### src/hdl/prm_pkg.sv
// Shared types and constants for the packet rule matcher.
// Depends on nothing; used by prm_port_match and packet_rule_match_top.
package prm_pkg;

  localparam int unsigned AddrW     = 32;
  localparam int unsigned PortW     = 16;
  localparam int unsigned RangeW    = 2 * PortW;
  localparam int unsigned ProtoW    = 8;
  localparam int unsigned HostBitsW = 6;
  localparam int unsigned CountW    = 2;
  localparam int unsigned CfgDataW  = 64;
  localparam int unsigned CfgAddrW  = 6;

  // Register index, taken from paddr[5:3] (registers sit on 8-byte strides).
  typedef enum logic [2:0] {
    RegProtoMask   = 3'd0,
    RegSrcPrefix   = 3'd1,
    RegSrcHostBits = 3'd2,
    RegDstPrefix   = 3'd3,
    RegDstHostBits = 3'd4,
    RegSrcRanges   = 3'd5,
    RegDstRanges   = 3'd6,
    RegRangeCounts = 3'd7
  } reg_idx_e;

  // Compare an address against a prefix, ignoring the low host bits.
  // A host count of 32 or more matches any address.
  function automatic logic addr_hit(input logic [AddrW-1:0]     addr,
                                    input logic [AddrW-1:0]     pat,
                                    input logic [HostBitsW-1:0] host);
    logic [AddrW-1:0] mask;
    mask = {AddrW{1'b1}} << host[4:0];
    if (host[5]) begin
      return 1'b1;
    end
    return ((addr ^ pat) & mask) == '0;
  endfunction

endpackage

### src/hdl/prm_port_match.sv
// Port range check: the port falls in one of the enabled inclusive ranges, or none is enabled.
// Depends on prm_pkg for widths.
module prm_port_match #(
  parameter int unsigned RANGES_PER_PORT = 2
) (
  input  logic [prm_pkg::PortW-1:0]                    port_i,
  input  logic [RANGES_PER_PORT*prm_pkg::RangeW-1:0]   ranges_i,
  input  logic [prm_pkg::CountW-1:0]                   count_i,
  output logic                                         hit_o
);

  localparam logic [prm_pkg::CountW-1:0] MaxCount = prm_pkg::CountW'(RANGES_PER_PORT);

  logic [prm_pkg::CountW-1:0] count_sat;
  logic [RANGES_PER_PORT-1:0] range_hit;

  // Saturate the range count to the number of stored ranges.
  assign count_sat = (count_i > MaxCount) ? MaxCount : count_i;

  for (genvar k = 0; k < RANGES_PER_PORT; k++) begin : g_range
    logic [prm_pkg::PortW-1:0] lo;
    logic [prm_pkg::PortW-1:0] hi;
    assign hi = ranges_i[k*prm_pkg::RangeW +: prm_pkg::PortW];
    assign lo = ranges_i[k*prm_pkg::RangeW + prm_pkg::PortW +: prm_pkg::PortW];
    assign range_hit[k] = (prm_pkg::CountW'(k) < count_sat) &&
                          (port_i >= lo) && (port_i <= hi);
  end

  assign hit_o = (count_i == '0) || (|range_hit);

endmodule

### src/hdl/packet_rule_match_top.sv
// A result is strobed on done_o/matched_o from the result register; an item taken
// with start_i passes through the input register and the match logic first.
// Throughput: one item per cycle; busy_o stays low, the input register and the
// result register form a two-stage pipe with no feedback.
// Results are strobed for one cycle; the receiver cannot stall the block.
// Reset (rst_ni low, asynchronous): both pipe stages empty, rule registers return to
// match all but protocol class 0 (protocol mask all ones, host counts 32, range counts 0).
module packet_rule_match_top #(
  parameter int unsigned RANGES_PER_PORT = 2
) (
  input  logic                              clk_i,
  input  logic                              rst_ni,
  // Configuration port
  input  logic                              psel,
  input  logic                              penable,
  input  logic                              pwrite,
  input  logic [prm_pkg::CfgAddrW-1:0]      paddr,
  input  logic [prm_pkg::CfgDataW-1:0]      pwdata,
  output logic [prm_pkg::CfgDataW-1:0]      prdata,
  output logic                              pready,
  // Command side
  input  logic                              start_i,
  output logic                              busy_o,
  input  logic [prm_pkg::ProtoW-1:0]        protocol_class_i,
  input  logic [prm_pkg::AddrW-1:0]         src_addr_i,
  input  logic [prm_pkg::AddrW-1:0]         dst_addr_i,
  input  logic [prm_pkg::PortW-1:0]         src_port_i,
  input  logic [prm_pkg::PortW-1:0]         dst_port_i,
  // Result side
  output logic                              done_o,
  output logic                              matched_o
);

  localparam int unsigned RangesW = RANGES_PER_PORT * prm_pkg::RangeW;

  // ---------------------------------------------------------------------------
  // Rule registers
  // ---------------------------------------------------------------------------
  logic [prm_pkg::ProtoW-1:0]    proto_mask_q;
  logic [prm_pkg::AddrW-1:0]     src_prefix_q;
  logic [prm_pkg::HostBitsW-1:0] src_host_q;
  logic [prm_pkg::AddrW-1:0]     dst_prefix_q;
  logic [prm_pkg::HostBitsW-1:0] dst_host_q;
  logic [RangesW-1:0]            src_ranges_q;
  logic [RangesW-1:0]            dst_ranges_q;
  logic [2*prm_pkg::CountW-1:0]  range_counts_q;

  logic              cfg_wr;
  prm_pkg::reg_idx_e cfg_idx;

  assign pready  = 1'b1;
  assign cfg_wr  = psel && penable && pwrite && pready;
  // Registers sit on 8-byte strides; the low three address bits are ignored.
  assign cfg_idx = prm_pkg::reg_idx_e'(paddr[5:3]);

  // Write the addressed register; only the stored range words are kept.
  always_ff @(posedge clk_i or negedge rst_ni) begin
    if (!rst_ni) begin
      proto_mask_q   <= '1;
      src_prefix_q   <= '0;
      src_host_q     <= prm_pkg::HostBitsW'(prm_pkg::AddrW);
      dst_prefix_q   <= '0;
      dst_host_q     <= prm_pkg::HostBitsW'(prm_pkg::AddrW);
      src_ranges_q   <= '0;
      dst_ranges_q   <= '0;
      range_counts_q <= '0;
    end else if (cfg_wr) begin
      case (cfg_idx)
        prm_pkg::RegProtoMask:   proto_mask_q   <= pwdata[prm_pkg::ProtoW-1:0];
        prm_pkg::RegSrcPrefix:   src_prefix_q   <= pwdata[prm_pkg::AddrW-1:0];
        prm_pkg::RegSrcHostBits: src_host_q     <= pwdata[prm_pkg::HostBitsW-1:0];
        prm_pkg::RegDstPrefix:   dst_prefix_q   <= pwdata[prm_pkg::AddrW-1:0];
        prm_pkg::RegDstHostBits: dst_host_q     <= pwdata[prm_pkg::HostBitsW-1:0];
        prm_pkg::RegSrcRanges:   src_ranges_q   <= pwdata[RangesW-1:0];
        prm_pkg::RegDstRanges:   dst_ranges_q   <= pwdata[RangesW-1:0];
        prm_pkg::RegRangeCounts: range_counts_q <= pwdata[2*prm_pkg::CountW-1:0];
        default: ;
      endcase
    end
  end

  // Read back the addressed register, zero-extended to the bus width.
  always_comb begin
    case (cfg_idx)
      prm_pkg::RegProtoMask:   prdata = prm_pkg::CfgDataW'(proto_mask_q);
      prm_pkg::RegSrcPrefix:   prdata = prm_pkg::CfgDataW'(src_prefix_q);
      prm_pkg::RegSrcHostBits: prdata = prm_pkg::CfgDataW'(src_host_q);
      prm_pkg::RegDstPrefix:   prdata = prm_pkg::CfgDataW'(dst_prefix_q);
      prm_pkg::RegDstHostBits: prdata = prm_pkg::CfgDataW'(dst_host_q);
      prm_pkg::RegSrcRanges:   prdata = prm_pkg::CfgDataW'(src_ranges_q);
      prm_pkg::RegDstRanges:   prdata = prm_pkg::CfgDataW'(dst_ranges_q);
      prm_pkg::RegRangeCounts: prdata = prm_pkg::CfgDataW'(range_counts_q);
      default:                 prdata = '0;
    endcase
  end

  // ---------------------------------------------------------------------------
  // Stage 1: input register
  // ---------------------------------------------------------------------------
  logic                       in_vld_q;
  logic [prm_pkg::ProtoW-1:0] proto_q;
  logic [prm_pkg::AddrW-1:0]  src_addr_q;
  logic [prm_pkg::AddrW-1:0]  dst_addr_q;
  logic [prm_pkg::PortW-1:0]  src_port_q;
  logic [prm_pkg::PortW-1:0]  dst_port_q;
  logic                       accept;

  // Never stall: every cycle can take a new item.
  assign busy_o = 1'b0;
  assign accept = start_i && !busy_o;

  always_ff @(posedge clk_i or negedge rst_ni) begin
    if (!rst_ni) begin
      in_vld_q <= 1'b0;
    end else begin
      in_vld_q <= accept;
    end
  end

  // Payload needs no reset; capture only on an accepted item.
  always_ff @(posedge clk_i) begin
    if (accept) begin
      proto_q    <= protocol_class_i;
      src_addr_q <= src_addr_i;
      dst_addr_q <= dst_addr_i;
      src_port_q <= src_port_i;
      dst_port_q <= dst_port_i;
    end
  end

  // ---------------------------------------------------------------------------
  // Match logic: all five tests side by side, then AND them together
  // ---------------------------------------------------------------------------
  logic proto_hit;
  logic src_addr_hit;
  logic dst_addr_hit;
  logic src_port_hit;
  logic dst_port_hit;
  logic match_d;

  assign proto_hit    = |(proto_q & proto_mask_q);
  assign src_addr_hit = prm_pkg::addr_hit(src_addr_q, src_prefix_q, src_host_q);
  assign dst_addr_hit = prm_pkg::addr_hit(dst_addr_q, dst_prefix_q, dst_host_q);

  prm_port_match #(
    .RANGES_PER_PORT(RANGES_PER_PORT)
  ) u_src_port (
    .port_i  (src_port_q),
    .ranges_i(src_ranges_q),
    .count_i (range_counts_q[prm_pkg::CountW-1:0]),
    .hit_o   (src_port_hit)
  );

  prm_port_match #(
    .RANGES_PER_PORT(RANGES_PER_PORT)
  ) u_dst_port (
    .port_i  (dst_port_q),
    .ranges_i(dst_ranges_q),
    .count_i (range_counts_q[2*prm_pkg::CountW-1:prm_pkg::CountW]),
    .hit_o   (dst_port_hit)
  );

  assign match_d = proto_hit && src_addr_hit && dst_addr_hit &&
                   src_port_hit && dst_port_hit;

  // ---------------------------------------------------------------------------
  // Stage 2: result register, strobed for one cycle
  // ---------------------------------------------------------------------------
  logic done_q;
  logic matched_q;

  always_ff @(posedge clk_i or negedge rst_ni) begin
    if (!rst_ni) begin
      done_q <= 1'b0;
    end else begin
      done_q <= in_vld_q;
    end
  end

  always_ff @(posedge clk_i) begin
    if (in_vld_q) begin
      matched_q <= match_d;
    end
  end

  assign done_o    = done_q;
  assign matched_o = matched_q;

endmodule
### config.mk
export PLATFORM = sky130hd
export DESIGN_NAME = packet_rule_match_top
export DESIGN_NICKNAME = d
export VERILOG_FILES = /design/src/hdl/prm_pkg.sv /design/src/hdl/prm_port_match.sv /design/src/hdl/packet_rule_match_top.sv
export SDC_FILE = /design/constraint.sdc
export NUM_CORES = 1
export LEC_CHECK = 0
export ABC_AREA = 1
export BUFFER_PORTS_ARGS = -buffer_cell sky130_fd_sc_hd__buf_2
export CAP_MARGIN = 20
export CORE_ASPECT_RATIO = 0.7
export CORE_MARGIN = 2
export CORE_UTILIZATION = 55
export DETAILED_ROUTE_END_ITERATION = 7
export HOLD_SLACK_MARGIN = 0.05
export PLACE_DENSITY = 0.78
export SYNTH_ARGS = -nofsm -noshare
export SYNTH_HDL_FRONTEND = slang
export SYNTH_SLANG_ARGS = --single-unit
### constraint.sdc
create_clock -name clk_i -period 2.18 [get_ports clk_i]
set_input_delay 0.218 -clock clk_i [delete_from_list [all_inputs] [get_ports clk_i]]
set_output_delay 0.218 -clock clk_i [all_outputs]
set_load 0.05 [all_outputs]
After elaboration in Yosys (flattened, before gate mapping)
Index checks and enable logic that the tools add are counted.

Muxes and demuxes: 9. Reductions and logical operators: 32. Order comparisons: 14. Bitwise logic cells: 5. Shift operators: 2. Equality and inequality tests: 7.

Operators by type and width (number): $pmux W64 S8 (1); $and A32 B32 Y32 (2); $ge A16 B16 Y1 (4); $le A16 B16 Y1 (4); $logic_not A32 Y1 (2); $shl A32 B5 Y32 const A (2); $xor A32 B32 Y32 (2); $reduce_and A2 Y1 (8); $logic_and A1 B1 Y1 (14); $eq A3 B3 Y1 const B (4); $and A8 B8 Y8 (1); $lt A1 B2 Y1 const A (4); $reduce_or A8 Y1 (1); $eq A3 B2 Y1 const B (2); $mux W1 (6); $gt A2 B2 Y1 const B (2); $logic_not A2 Y1 (2); $mux W2 (2); $reduce_or A2 Y1 (2); $eq A3 B1 Y1 const B (1); $logic_not A3 Y1 (1); $logic_or A1 B1 Y1 (2).

Output and inout port bits: 68. Bits of input ports: 180. Flip-flop bits (word level): 323. Logic and storage cells: 85.

Logic depth before layout (Yosys ltp)
Depth after elaboration: 9. Mapped depth: 16. Mapped depth without buffers: 16.

By module
From an unflattened synthesis, not the netlist that was laid out.

Cell total of the unflattened synthesis: 2032. Area total of the unflattened synthesis: 17579.4 µm².

Modules (own cells, without submodules): packet_rule_match_top (cells an instance 1470, times used 1, area an instance 14126.0 µm²); prm_port_match (cells an instance 281, times used 2, area an instance 1726.7 µm²).

Least setup slack after synthesis
No wires, ideal clock.

Kind: in2out. Start point: in paddr[5] (netlist bit). End point: out prdata[36] (netlist bit). Data arrival time: 1.919 ns. Data required time: 1.962 ns. Buffers on the path: 3. Stages: 7. Setup slack: 0.043 ns. Cell sequence: buf_2 -> inv_2 -> nor3_4 -> inv_2 -> clkbuf_1 -> buf_1 -> o22ai_1.

Longest elaborated chain between the ends: 2.

Ends and longest elaborated chain: start: declaration (RTL line packet_rule_match_top.sv:17) `input logic [prm_pkg::CfgAddrW-1:0] paddr,`; $eq A3 B3 Y1, or another cell as far along (RTL line packet_rule_match_top.sv:84) `case (cfg_idx)`; $pmux W64 S8 (*) (RTL line packet_rule_match_top.sv:84); end: declaration (RTL line packet_rule_match_top.sv:19) `output logic [prm_pkg::CfgDataW-1:0] prdata,`.

Mark *: on every way between the ends. The rest lies on a longest branch, timed or not.

Worst setup path after layout
Start point: reg src_port_q[13] (netlist bit). End point: reg matched_q (netlist: matched_o), data pin.

Longest elaborated chain between the ends: 7.

Ends and longest elaborated chain: start: declaration (RTL line packet_rule_match_top.sv:104) `logic [prm_pkg::PortW-1:0] src_port_q;`; start signal: assignment (RTL line packet_rule_match_top.sv:126) `src_port_q <= src_port_i;`; $ge A16 B16 Y1 (RTL line prm_port_match.sv:26) `(port_i >= lo) && (port_i <= hi);`; $logic_and A1 B1 Y1 (RTL line prm_port_match.sv:25) `assign range_hit[k] = (prm_pkg::CountW'(k) < count_sat) &&`; $logic_and A1 B1 Y1 (RTL line prm_port_match.sv:26); $reduce_or A2 Y1 (*) (RTL line prm_port_match.sv:29) `assign hit_o = (count_i == '0) || (|range_hit);`; $logic_or A1 B1 Y1 (*) (RTL line prm_port_match.sv:29); $logic_and A1 B1 Y1 (*) (RTL line packet_rule_match_top.sv:163) `assign match_d = proto_hit && src_addr_hit && dst_addr_hit &&`; $logic_and A1 B1 Y1 (*) (RTL line packet_rule_match_top.sv:164) `src_port_hit && dst_port_hit;`; net match_d (RTL line packet_rule_match_top.sv:139) `logic match_d;`; end signal: assignment (RTL line packet_rule_match_top.sv:182) `matched_q <= match_d;`; end: declaration (RTL line packet_rule_match_top.sv:170) `logic matched_q;`.

The timed path passes the listed nets; every way through them passes the cells marked *. A chain may end at the register's enable or synchronous reset.

==> results.md <==
* Sequential-to-total area share from yosys stat at between 50% and 60%
* Die width at around 210 um
* Vias in the first global route at around 15000
* Final cell count without fillers at 2773
* Main combinational cell family by area after synthesis: compound AO/OA/AOI/OAI gates
* Total Wirelength at between 50000 and 60000 um
* CTS clk-pin slew, worst paths at ~0.070 ns
* Seq pwr share at about two fifths
* IO Count at around 250
* Crit start category: flop
* Arrival time at the worst endpoint at 2.50 ns
* Final nets at about 2600
* VDD IR max at just over 0.0006 V
* Worst setup margin at between 0.02 and 0.03 ns
* CTS Buf Count at 31
* Worst-Skew Late Latency at approximately 0.60 ns
* Post-Syn Area at between 15000 and 20000 um2
* Post-synthesis adder-cell area fraction at approximately a tenth
* Critical path class: flop to flop
* Pin count of the biggest net entering global routing at 105
* XOR/XNOR Fraction of Synth Area at 3.01%
* P_sw at 6.88 mW
* Count of cell types in the netlist at 39
* Die ar. at between 30000 and 40000 um2
* Status: complete, no violations
* Hold Crit Class: input port to flop
* #FFs+latches synth at 323
* RePlAce Congestion at between 0.9 and 1
* Synth area leaders: dfrtp_1, edfxtp_1, nand2_1
* Antenna violations before repair at 1
* Cell count after placement at 2528
* Fin area at 22300 um2
* Clock Tree Buf Depth at 3
* Pre-antenna DRT Iters at 7
* Dpl cell area at around 19000 um2
* Cell Chain, Critical Path: buf_4 > buf_4 > ha_1 > nand2_1 > inv_1 > o21bai_1 > nand2_1 > a21oi_2 > nand3_1 > nand3_1 > nand2_1 > nor2_1 > nor3_1
* Grt total ovfl at 0
* Wirelength per Cell at slightly above 20 um
* Detailed-route via count at between 15000 and 20000
* Met3 usage at around 9.2%
* Share of cells above drive strength 1 at between 10% and 20%
* Final hold vios at 0
* GR Util met2 at 54.9%
* Max incr delay on CP at between 0.5 and 0.6 ns
* Minimum clock period at approximately 2.2 ns
* Clock root buffer: clkbuf_16
* Area grow syn2layout at 31.9%
* Synth warn at 0
* GR Util met1 at 48.7%
* DRT iter0 DRCs at ~1700
* Slowest library cell on the worst path: edfxtp_1
* Rel. slew slack at 55.8%
* Max-Cap Viols at 0
* Max-slew violation count at 0
* P_int at around 13 mW
* Initial Util at a little under three fifths
* Hold_ws at roughly 0.058 ns
* Cell taking the most area after synthesis: dfrtp_1
* Worst reg2reg setup slack at 0.03 ns
* Post-place setup slack at -0.0623 ns
* Synthesized area per cell at 9.04 um2
* Clk network pwr share at 28.2%
* Clk sinks at 323
* Crit path max fanout at 3
* Post-synthesis compound-gate area fraction at roughly 15%
* Max frequency at 0.465 GHz
* Die height at 151 um
* Area share of the largest cell type after synthesis at between 30% and 40%
* Global-route wire length before repair at roughly 85000 um
* Sw frac at a little over a third
* Worst Clk Skew at 0.0156 ns
* Cells after synthesis at roughly 1900
* DRC viols at 0
* Req. time, crit path at 2.52 ns
* CP endpoint kind: flop
* Worst Tran Pin Value at between 0.6 and 0.7 ns
* Core Region at 30100 um2
* Logic pwr share at between 30% and 40%
* Final setup vio count at 0
* Post-route antenna net violation count at 0
* Busiest grt layer: met2
* Synth Net Count at approximately 2200
* Simple-Gate Fraction of Synth Area at between 10% and 20%
* GRT Util Overall at a little over a third
* Mux share of post-synthesis cell area at 0%
* Final core occ at about 74%
* H-tree depth at 1
* Core Rows at 53
* Unrepaired setup endpoints after global routing: true
* CP bufs+invs at 3
* Leak Pwr at 10.7 nW
* Pwr dens at slightly below 900 nW/um2
* Via-to-Cell Ratio at roughly 5.7
* CTS tree: built
* CP top delay family: flip-flops
* Dpl hpwl at slightly below 40000 um
* Fin crit share at 98.7%
* Port buffer count at around 240
* Cell mode on critical path: nand2_1
-- power by group through the flow --
stage,registers [mW],clock network [mW],logic (mW)
floorplan,7.89,0,3.58
global placement,8.11,0,5.12
detailed placement,8.16,0,5.34
CTS,8.06,5.54,5.68
global route,8.16,5.81,6.66
finish,8.08,5.55,6.04
-- area by class of cell --
cell class              instances  area (um2)
flip-flops and latches        323        8630
fillers                      2152        7860
multi-input cells            1241        7270
repair buffers                512        3950
clock buffers                  47         916
inverters                     226         856
well taps                     412         515
clock inverters                11         111
diodes                          1        2.50
-- cells in the final DEF (no fill, tap or decap), drive strengths merged, types with 9 or more instances in the layout --
cell,n
a21oi,65
a221oi,11
a22oi,27
buf,342
clkbuf,48
dfrtp,208
dfstp,10
dlygate4sd3,169
edfxtp,105
ha,128
inv,227
nand2,449
nand3,52
nand4,9
nor2,93
nor3,15
o21ai,244
o221ai,24
o22ai,40
xnor2,10
xor2,48
-- state kept, by name, summed over array words and instances (netlist names), 8 cells and up --
register	count
src_addr_q	32
dst_port_q	16
proto_q	8
src_port_q	16
proto_mask_q	8
src_prefix_q	32
dst_prefix_q	32
src_ranges_q	64
dst_ranges_q	64
dst_addr_q	32
-- cells in the mapped netlist --
library cell,count
a211oi_1,1
a21o_1,2
a21oi_1,65
a221oi_1,11
a22o_1,2
a22oi_1,27
a32oi_1,1
buf_1,5
buf_2,23
buf_4,5
buf_6,1
clkbuf_1,40
clkbuf_2,2
conb_1,2
dfrtp_1,208
dfstp_2,10
edfxtp_1,105
ha_1,128
inv_1,223
inv_2,3
nand2_1,449
nand3_1,52
nand4_1,9
nor2_1,92
nor2_2,1
nor3_1,12
nor3_2,2
nor3_4,1
o2111ai_1,1
o211ai_1,5
o21a_1,5
o21ai_0,223
o21ai_1,21
o21bai_1,4
o221ai_1,24
o22ai_1,40
or2_2,3
xnor2_1,10
xor2_1,48
-- timing repair --
item                                   4_1_cts  5_1_grt
buffers inserted                             2       16
pin swaps                                    1       10
resized for setup                           21       35
setup endpoints to repair                    7        6
hold buffers                               169        0
endpoints found under the hold margin      473        0
-- cells by family (layout without fill, tap and decap cells) --
family	after synthesis	count (layout)
other	2	3
XOR/XNOR	58	58
buffers and inverters	302	796
flip-flops	323	323
adder cells (fa/ha/maj)	128	128
AO/OA/AOI/OAI	432	432
AND/OR/NAND/NOR	621	621
-- worst paths after layout --
kind | endpoint | from | depth (start not counted)
max | matched_o | src_port_q[13] | 13
min | src_addr_q[28] | start_i | 1
max reg2reg | matched_o | src_port_q[13] | 13
min reg2reg | done_o | in_vld_q | 0
max in group asynchronous | src_host_q[5] | rst_ni | 3
min in group asynchronous | dst_ranges_q[52] | rst_ni | 2
-- stage by stage --
step	setup TNS [ns]	power, mW
global placement	-0.0406	13.2
global route	-0.0654	20.6
floorplan	0	11.5
detailed placement	-0.112	13.5
finish	0	19.7
CTS	0	19.3
-- per-layer routing --
metal | up-vias | routed length [um]
li1 | 7197 | -
met1 | 7557 | 23000
met2 | 896 | 25200
met3 | 152 | 6330
met4 | 0 | 1930
met5 | - | 0
No activity file was read; power rests on OpenSTA's default activity.
